`config.mk`:
```
export PLATFORM = sky130hd
export DESIGN_NAME = qbb_back_flat
export DESIGN_NICKNAME = d
export VERILOG_FILES = /design/src/rtl/core/qbb_pkg.sv /design/src/rtl/core/qbb_out_if.sv /design/src/rtl/core/qbb_ram.sv /design/src/rtl/core/qbb_back.sv /design/src/flat_wrapper.sv
export SDC_FILE = /design/constraint.sdc
export NUM_CORES = 1
export LEC_CHECK = 0
export BUFFER_PORTS_ARGS = -buffer_cell sky130_fd_sc_hd__buf_4
export CORE_ASPECT_RATIO = 1.75
export CORE_MARGIN = 2
export CORE_UTILIZATION = 57
export CTS_BUF_LIST = sky130_fd_sc_hd__clkbuf_16
export CTS_CLUSTER_SIZE = 20
export DETAILED_ROUTE_END_ITERATION = 6
export PLACE_DENSITY = 0.73
export SETUP_SLACK_MARGIN = 0.15
export SLEW_MARGIN = 15
export SYNTH_ARGS = -nofsm -noshare
export SYNTH_HDL_FRONTEND = slang
export SYNTH_SLANG_ARGS = --single-unit
export TNS_END_PERCENT = 10
```
`constraint.sdc`:
```
create_clock -name clk_i -period 3.6 [get_ports clk_i]
set_input_delay 0.18 -clock clk_i [delete_from_list [all_inputs] [get_ports clk_i]]
set_output_delay 0.18 -clock clk_i [all_outputs]
set_load 0.05 [all_outputs]
```
`src/rtl/core/qbb_pkg.sv`:
```
// Shared types and constants of the quoted bracket balance checker.
package qbb_pkg;

  localparam logic [7:0] CH_QUOTE  = 8'h22;
  localparam logic [7:0] CH_OBRACE = 8'h7B;
  localparam logic [7:0] CH_CBRACE = 8'h7D;
  localparam logic [7:0] CH_OBRACK = 8'h5B;
  localparam logic [7:0] CH_CBRACK = 8'h5D;

  typedef enum logic [2:0] {
    FAULT_NONE     = 3'd0,
    FAULT_STRAY    = 3'd1,
    FAULT_MISMATCH = 3'd2,
    FAULT_UNCLOSED = 3'd3,
    FAULT_OVERFLOW = 3'd4
  } fault_e;

  typedef enum logic [1:0] {
    OP_NONE = 2'd0,
    OP_PUSH = 2'd1,
    OP_POP  = 2'd2
  } op_e;

  // One classified request as it travels from the front to the back.
  typedef struct packed {
    op_e  op;
    logic is_brace;
    logic is_final;
  } entry_t;

  // Queue handshake between front and back.
  typedef struct packed {
    logic   push;
    entry_t entry;
  } q_wr_t;

  typedef struct packed {
    logic   valid;
    entry_t entry;
  } q_rd_t;

endpackage

```
`src/rtl/core/qbb_out_if.sv`:
```
// Output channel: one verdict per document.
interface qbb_out_if;
  logic       valid;
  logic       ready;
  logic       balanced;
  logic [2:0] fault_kind;

  modport source (output valid, balanced, fault_kind, input ready);
  modport sink (input valid, balanced, fault_kind, output ready);
endinterface

```
`src/rtl/core/qbb_ram.sv`:
```
// Generic single write port RAM with registered read.
module qbb_ram #(
  parameter int Width = 1,
  parameter int Depth = 64,
  localparam int AddrW = (Depth > 1) ? $clog2(Depth) : 1
) (
  input  logic             clk_i,
  input  logic             we_i,
  input  logic [AddrW-1:0] waddr_i,
  input  logic [Width-1:0] wdata_i,
  input  logic [AddrW-1:0] raddr_i,
  output logic [Width-1:0] rdata_o
);

  logic [Width-1:0] mem_q [Depth];

  always_ff @(posedge clk_i) begin
    if (we_i) begin
      mem_q[waddr_i] <= wdata_i;
    end
    rdata_o <= mem_q[raddr_i];
  end

endmodule

```
`src/rtl/core/qbb_back.sv`:
```
// Back end: bracket stack, fault latch and the verdict register.
module qbb_back #(
  parameter int STACK_DEPTH = 64
) (
  input  logic           clk_i,
  input  logic           rst_ni,
  input  qbb_pkg::q_rd_t q_rd_i,
  output logic           pop_o,
  qbb_out_if.source      out_ch
);

  localparam int AddrW = (STACK_DEPTH > 1) ? $clog2(STACK_DEPTH) : 1;
  localparam int LvlW  = $clog2(STACK_DEPTH + 1);
  localparam logic [LvlW-1:0] FullLvl = LvlW'(STACK_DEPTH);

  logic [LvlW-1:0] level_q, level_d, raddr_lvl;
  qbb_pkg::fault_e fault_q, fault_d, verdict;
  logic            byp_q, byp_d, byp_bit_q, byp_bit_d;
  logic            out_valid_q, out_valid_d;
  logic            balanced_q, balanced_d;
  qbb_pkg::fault_e out_fault_q, out_fault_d;
  logic            we, rd_bit, top_bit, slot_free, take;
  qbb_pkg::entry_t e;

  assign e         = q_rd_i.entry;
  assign slot_free = !out_valid_q || out_ch.ready;
  assign take      = q_rd_i.valid && (!e.is_final || slot_free);
  assign pop_o     = take;

  // The RAM read is registered; right after a push its output is stale,
  // so the pushed bit is served from a bypass flop.
  assign top_bit   = byp_q ? byp_bit_q : rd_bit;

  always_comb begin
    level_d     = level_q;
    fault_d     = fault_q;
    byp_d       = 1'b0;
    byp_bit_d   = byp_bit_q;
    we          = 1'b0;
    out_valid_d = out_valid_q && !out_ch.ready;
    balanced_d  = balanced_q;
    out_fault_d = out_fault_q;
    verdict     = qbb_pkg::FAULT_NONE;
    if (take) begin
      if (fault_q == qbb_pkg::FAULT_NONE) begin
        unique case (e.op)
          qbb_pkg::OP_PUSH: begin
            if (level_q == FullLvl) begin
              fault_d = qbb_pkg::FAULT_OVERFLOW;
            end else begin
              we        = 1'b1;
              level_d   = level_q + LvlW'(1);
              byp_d     = 1'b1;
              byp_bit_d = e.is_brace;
            end
          end
          qbb_pkg::OP_POP: begin
            if (level_q == '0) begin
              fault_d = qbb_pkg::FAULT_STRAY;
            end else begin
              level_d = level_q - LvlW'(1);
              if (top_bit != e.is_brace) begin
                fault_d = qbb_pkg::FAULT_MISMATCH;
              end
            end
          end
          default: ;
        endcase
      end
      if (e.is_final) begin
        if (fault_d != qbb_pkg::FAULT_NONE) begin
          verdict = fault_d;
        end else if (level_d != '0) begin
          verdict = qbb_pkg::FAULT_UNCLOSED;
        end
        out_valid_d = 1'b1;
        balanced_d  = (verdict == qbb_pkg::FAULT_NONE);
        out_fault_d = verdict;
        level_d     = '0;
        fault_d     = qbb_pkg::FAULT_NONE;
        byp_d       = 1'b0;
      end
    end
  end

  // Always prefetch the entry that will be on top next cycle.
  assign raddr_lvl = level_d - LvlW'(1);

  qbb_ram #(
    .Width (1),
    .Depth (STACK_DEPTH)
  ) u_stack (
    .clk_i   (clk_i),
    .we_i    (we),
    .waddr_i (level_q[AddrW-1:0]),
    .wdata_i (e.is_brace),
    .raddr_i (raddr_lvl[AddrW-1:0]),
    .rdata_o (rd_bit)
  );

  always_ff @(posedge clk_i) begin
    byp_bit_q   <= byp_bit_d;
    balanced_q  <= balanced_d;
    out_fault_q <= out_fault_d;
  end

  always_ff @(posedge clk_i or negedge rst_ni) begin
    if (!rst_ni) begin
      level_q     <= '0;
      fault_q     <= qbb_pkg::FAULT_NONE;
      byp_q       <= 1'b0;
      out_valid_q <= 1'b0;
    end else begin
      level_q     <= level_d;
      fault_q     <= fault_d;
      byp_q       <= byp_d;
      out_valid_q <= out_valid_d;
    end
  end

  assign out_ch.valid      = out_valid_q;
  assign out_ch.balanced   = balanced_q;
  assign out_ch.fault_kind = out_fault_q;

endmodule

```
`src/flat_wrapper.sv`:
```
// flat-port wrapper written by rule: the top's interface ports become plain ports
module qbb_back_flat 
#(
  parameter int STACK_DEPTH = 64
)
  (clk_i, rst_ni, q_rd_i, pop_o, out_ch_valid, out_ch_balanced, out_ch_fault_kind, out_ch_ready);
  qbb_out_if out_ch_i ();
  input  logic clk_i;
  input  logic rst_ni;
  input  qbb_pkg::q_rd_t q_rd_i;
  output logic pop_o;
  output wire logic [$bits(out_ch_i.valid)-1:0] out_ch_valid;
  output wire logic [$bits(out_ch_i.balanced)-1:0] out_ch_balanced;
  output wire logic [$bits(out_ch_i.fault_kind)-1:0] out_ch_fault_kind;
  input wire logic [$bits(out_ch_i.ready)-1:0] out_ch_ready;
  assign out_ch_valid = out_ch_i.valid;
  assign out_ch_balanced = out_ch_i.balanced;
  assign out_ch_fault_kind = out_ch_i.fault_kind;
  assign out_ch_i.ready = out_ch_ready;
  qbb_back #(.STACK_DEPTH(STACK_DEPTH)) u_core (.clk_i(clk_i), .rst_ni(rst_ni), .q_rd_i(q_rd_i), .pop_o(pop_o), .out_ch(out_ch_i));
endmodule
```
==> flow_metrics.tcl <==
set metrics [dict create \
    status "finished, final reports clean" \
    stdcell_count 618 \
    worst_slew_margin_rel_pct 58.4 \
    cts_tree "done" \
    post-place-cells 597 \
    ir_worst_vdd_mv 0.643 \
    grt_usage_pct 30.9 \
    synth_cells 478 \
    wire_per_inst_um 21.5 \
    cts_htree_levels 3 \
    syn_area_per_cell_um2 9.95 \
    fmax_mhz 301 \
    worstPathMaxFanout 7 \
    slew_violations 0 \
    synth_compound_area_share_pct 15.8 \
    routabilityCongestion 1.04 \
    yosys.area.top_type "edfxtp_1" \
    yosysSeqAreaShare_pct 50.3 \
    grt_pass1_wl_um 20800 \
    netlist_area_um2 4760 \
    ys_async_sr_fraction_pct 14.6 \
    grt_pass1_vias 3967 \
    fin_tns_setup_ns 0 \
    leakagePower_nw 2.11 \
    synth-edff-count 69 \
    overflow 0 \
    synthAdderAreaFrac_pct 1.32 \
    avgViaCountPerCell 6.41 \
    wl_um 13300 \
    synth_top_family_by_area "simple AND/OR/NAND/NOR gates" \
    port-buffer-count 13 \
    drtAntennaViolNets 0 \
    rsz0062_at_grt "no" \
    maxCapViolations 0 \
    first_iter_violations 275 \
    fillers 636 \
    netlist.area_leader.share_pct 43.6 \
    drive_gt1_share_pct 19.6 \
    fp.dieH_um 125 \
    power_density_nw_per_um2 657 \
    period_minus_slack_ns 3.32 \
    crit_arrival_ns 3.54 \
    period_share_pct 92.3 \
    cts.sinks 82 \
    coreArea_um2 8200 \
    io_pins 14 \
    ys_ff_latch 82 \
    fin_nets 535 \
    syn-num-nets 491 \
    yosysUniqueCellTypes 74 \
    die-area_um2 9120 \
    antenna_found_initial 0 \
    yosysWarnings 0 \
    cp-end-kind "flip-flop" \
    multiInputGateArea_um2 2160 \
    clockBufferDepth 2 \
    grt_max_degree 67 \
    die_w_um 73.1 \
    seq_area_um2 2390 \
    critPathLaunchType "flip-flop" \
    drc 0 \
    finalClockSkew_ns 0.00794 \
    finalPower_mw 3.64 \
    tightest_slew_ns 0.623 \
    setup_viol 0 \
    clk_pin_slew_ns 0.06 \
    criticalPathCategory "reg -> reg" \
    hold_viol 0 \
    ys_top_cells_by_area "edfxtp_1 44%, nor2_1 7.1%, dfrtp_1 6.3%, nand2_1 5.3%, mux2i_1 3.6%" \
    start_util_pct 58.0 \
    rows 44 \
    synth-main-ff-cell "edfxtp_1" \
    numCtsBuffers 9 \
    dpl.hpwl_um 9410 \
    n_antenna_cell 0 \
    root_buffer "clkbuf_16" \
    syn_to_final_growth_pct 16.4 \
    vias 3959 \
    holdCritPathClass "in -> reg" \
    synthSimpleGateAreaFrac_pct 21.4 \
    synthMuxAreaShare_pct 5.24 \
    clock_latency_ns 0.34 \
    cp_data_required_time_ns 3.82 \
    dr.pass1.iters 5 \
    synth_xor_area_share_pct 0.552 \
]
per-stage QoR:
| stage | hold slack, ns | setup slack (ns) | util, % | instance area (um^2) |
|---|---|---|---|---|
| 3_5_place_dp | 0.0409 | 0.0636 | 62.2 | 5110 |
| 4_1_cts | 0.0840 | 0.213 | 66.5 | 5450 |
| 3_3_place_gp | 0.0435 | 0.0625 | 62.2 | 5110 |
| 5_1_grt | 0.0944 | 0.144 | 67.5 | 5540 |
| 6_report | 0.0954 | 0.279 | 67.5 | 5540 |
| 2_1_floorplan | -0.116 | 0.155 | - | 4810 |
cell families (layout without fill, tap and decap cells):
logic type / count (synthesis) / in the layout
flip-flops: 82 / 82
buffers and inverters: 42 / 90
AO/OA/AOI/OAI: 100 / 100
AND/OR/NAND/NOR: 223 / 223
adder cells (fa/ha/maj): 5 / 5
XOR/XNOR: 3 / 3
multiplexers: 23 / 23
worst max-delay path, stage by stage, from the launching register on:
cell and delay [ns]:
dfrtp_1 0.46, nor3b_1 0.56, nand3_2 0.16, o211a_1 0.14, o21a_1 0.22, inv_6 0.07
ha_4 0.20, o21a_1 0.19, a31o_1 0.17, and2_2 0.26, mux2_2 0.37, o2111ai_1 0.27
nand3_1 0.12
worst paths after layout:
kind	from	to	slack (ns)	cells after the start
worst min-delay path	q_rd_i[0]	u_core.byp_q	0.1	2
min in group asynchronous	rst_ni	u_core.level_q[6]	0.22	2
worst min register to register	u_core.out_ch.valid	u_core.out_ch.valid	0.56	2
max in group asynchronous	rst_ni	u_core.fault_q[0]	3.19	2
worst max register to register	u_core.level_q[6]	u_core.u_stack.rdata_o	0.28	12
worst max-delay path	u_core.level_q[6]	u_core.u_stack.rdata_o	0.28	12
power breakdown:
| part | internal (mW) | switching (mW) | leakage, nW |
|---|---|---|---|
| logic | 0.653 | 0.843 | 1.15 |
| clock network | 0.677 | 0.373 | 0.166 |
| registers | 1.07 | 0.0242 | 0.794 |
state kept, by name, summed over array words and instances (netlist names):
name	cells
u_core.u_stack.rdata_o	1
u_core.u_stack.mem_q	64
u_core.byp_q	1
u_core.level_q	7
u_core.fault_q	3
u_core.out_ch.balanced	1
u_core.byp_bit_q	1
u_core.out_ch.valid	1
u_core.out_ch.fault_kind	3
cell usage in the layout, fill, tap and decap left out, types with 3 or more instances in the layout:
cell / netlist / routed
nor2_1: 90 / 90
edfxtp_1: 69 / 69
nand2_1: 67 / 67
buf_4: 3 / 52
nand3_1: 20 / 19
mux2i_1: 17 / 17
inv_1: 18 / 16
a21oi_1: 14 / 14
a211oi_1: 13 / 13
dfrtp_1: 12 / 12
nor3_1: 12 / 10
o21ai_0: 10 / 10
clkbuf_16: 0 / 10
a31oi_1: 9 / 9
a22oi_1: 9 / 9
nand2b_1: 7 / 7
o211ai_1: 6 / 6
mux2_2: 5 / 5
nand4_1: 4 / 4
inv_6: 0 / 3
or3_1: 3 / 3
nor4_1: 3 / 3
a21bo_1: 3 / 3
ha_1: 5 / 3
bufinv_16: 0 / 3
metal layers:
metal / routed length (um) / track usage (%)
met2: 7440 / 56.0
met1: 4610 / 32.8
met4: 661 / 15.7
met3: 589 / 5.18
met5: 0 / 0
synth_stat cells (3+ instances only):
| library cell | number |
|---|---|
| nor2_1 | 90 |
| edfxtp_1 | 69 |
| nand2_1 | 67 |
| nand3_1 | 20 |
| inv_1 | 18 |
| mux2i_1 | 17 |
| a21oi_1 | 14 |
| a211oi_1 | 13 |
| dfrtp_1 | 12 |
| nor3_1 | 12 |
| o21ai_0 | 10 |
| a22oi_1 | 9 |
| a31oi_1 | 9 |
| buf_6 | 7 |
| clkbuf_1 | 7 |
| nand2b_1 | 7 |
| o211ai_1 | 6 |
| ha_1 | 5 |
| mux2_2 | 5 |
| nand4_1 | 4 |
| a21bo_1 | 3 |
| and2_1 | 3 |
| buf_4 | 3 |
| clkbuf_8 | 3 |
| nor4_1 | 3 |
| or3_1 | 3 |
layout make-up:
cell class / count / area share, %
flip-flops and latches: 82 / 43.2
multi-input cells: 354 / 39.0
repair buffers: 55 / 8.05
clock buffers: 9 / 4.07
well taps: 92 / 2.08
clock inverters: 6 / 2.03
inverters: 20 / 1.58
timing repair:
item | in CTS | in global routing
endpoints found under the hold margin | 12 | 0
hold buffers | 1 | 0
setup endpoints to repair | 0 | 1
gates resized for setup | 0 | 10
buffers inserted | 0 | 4
Power figures use the tool's default switching activity.
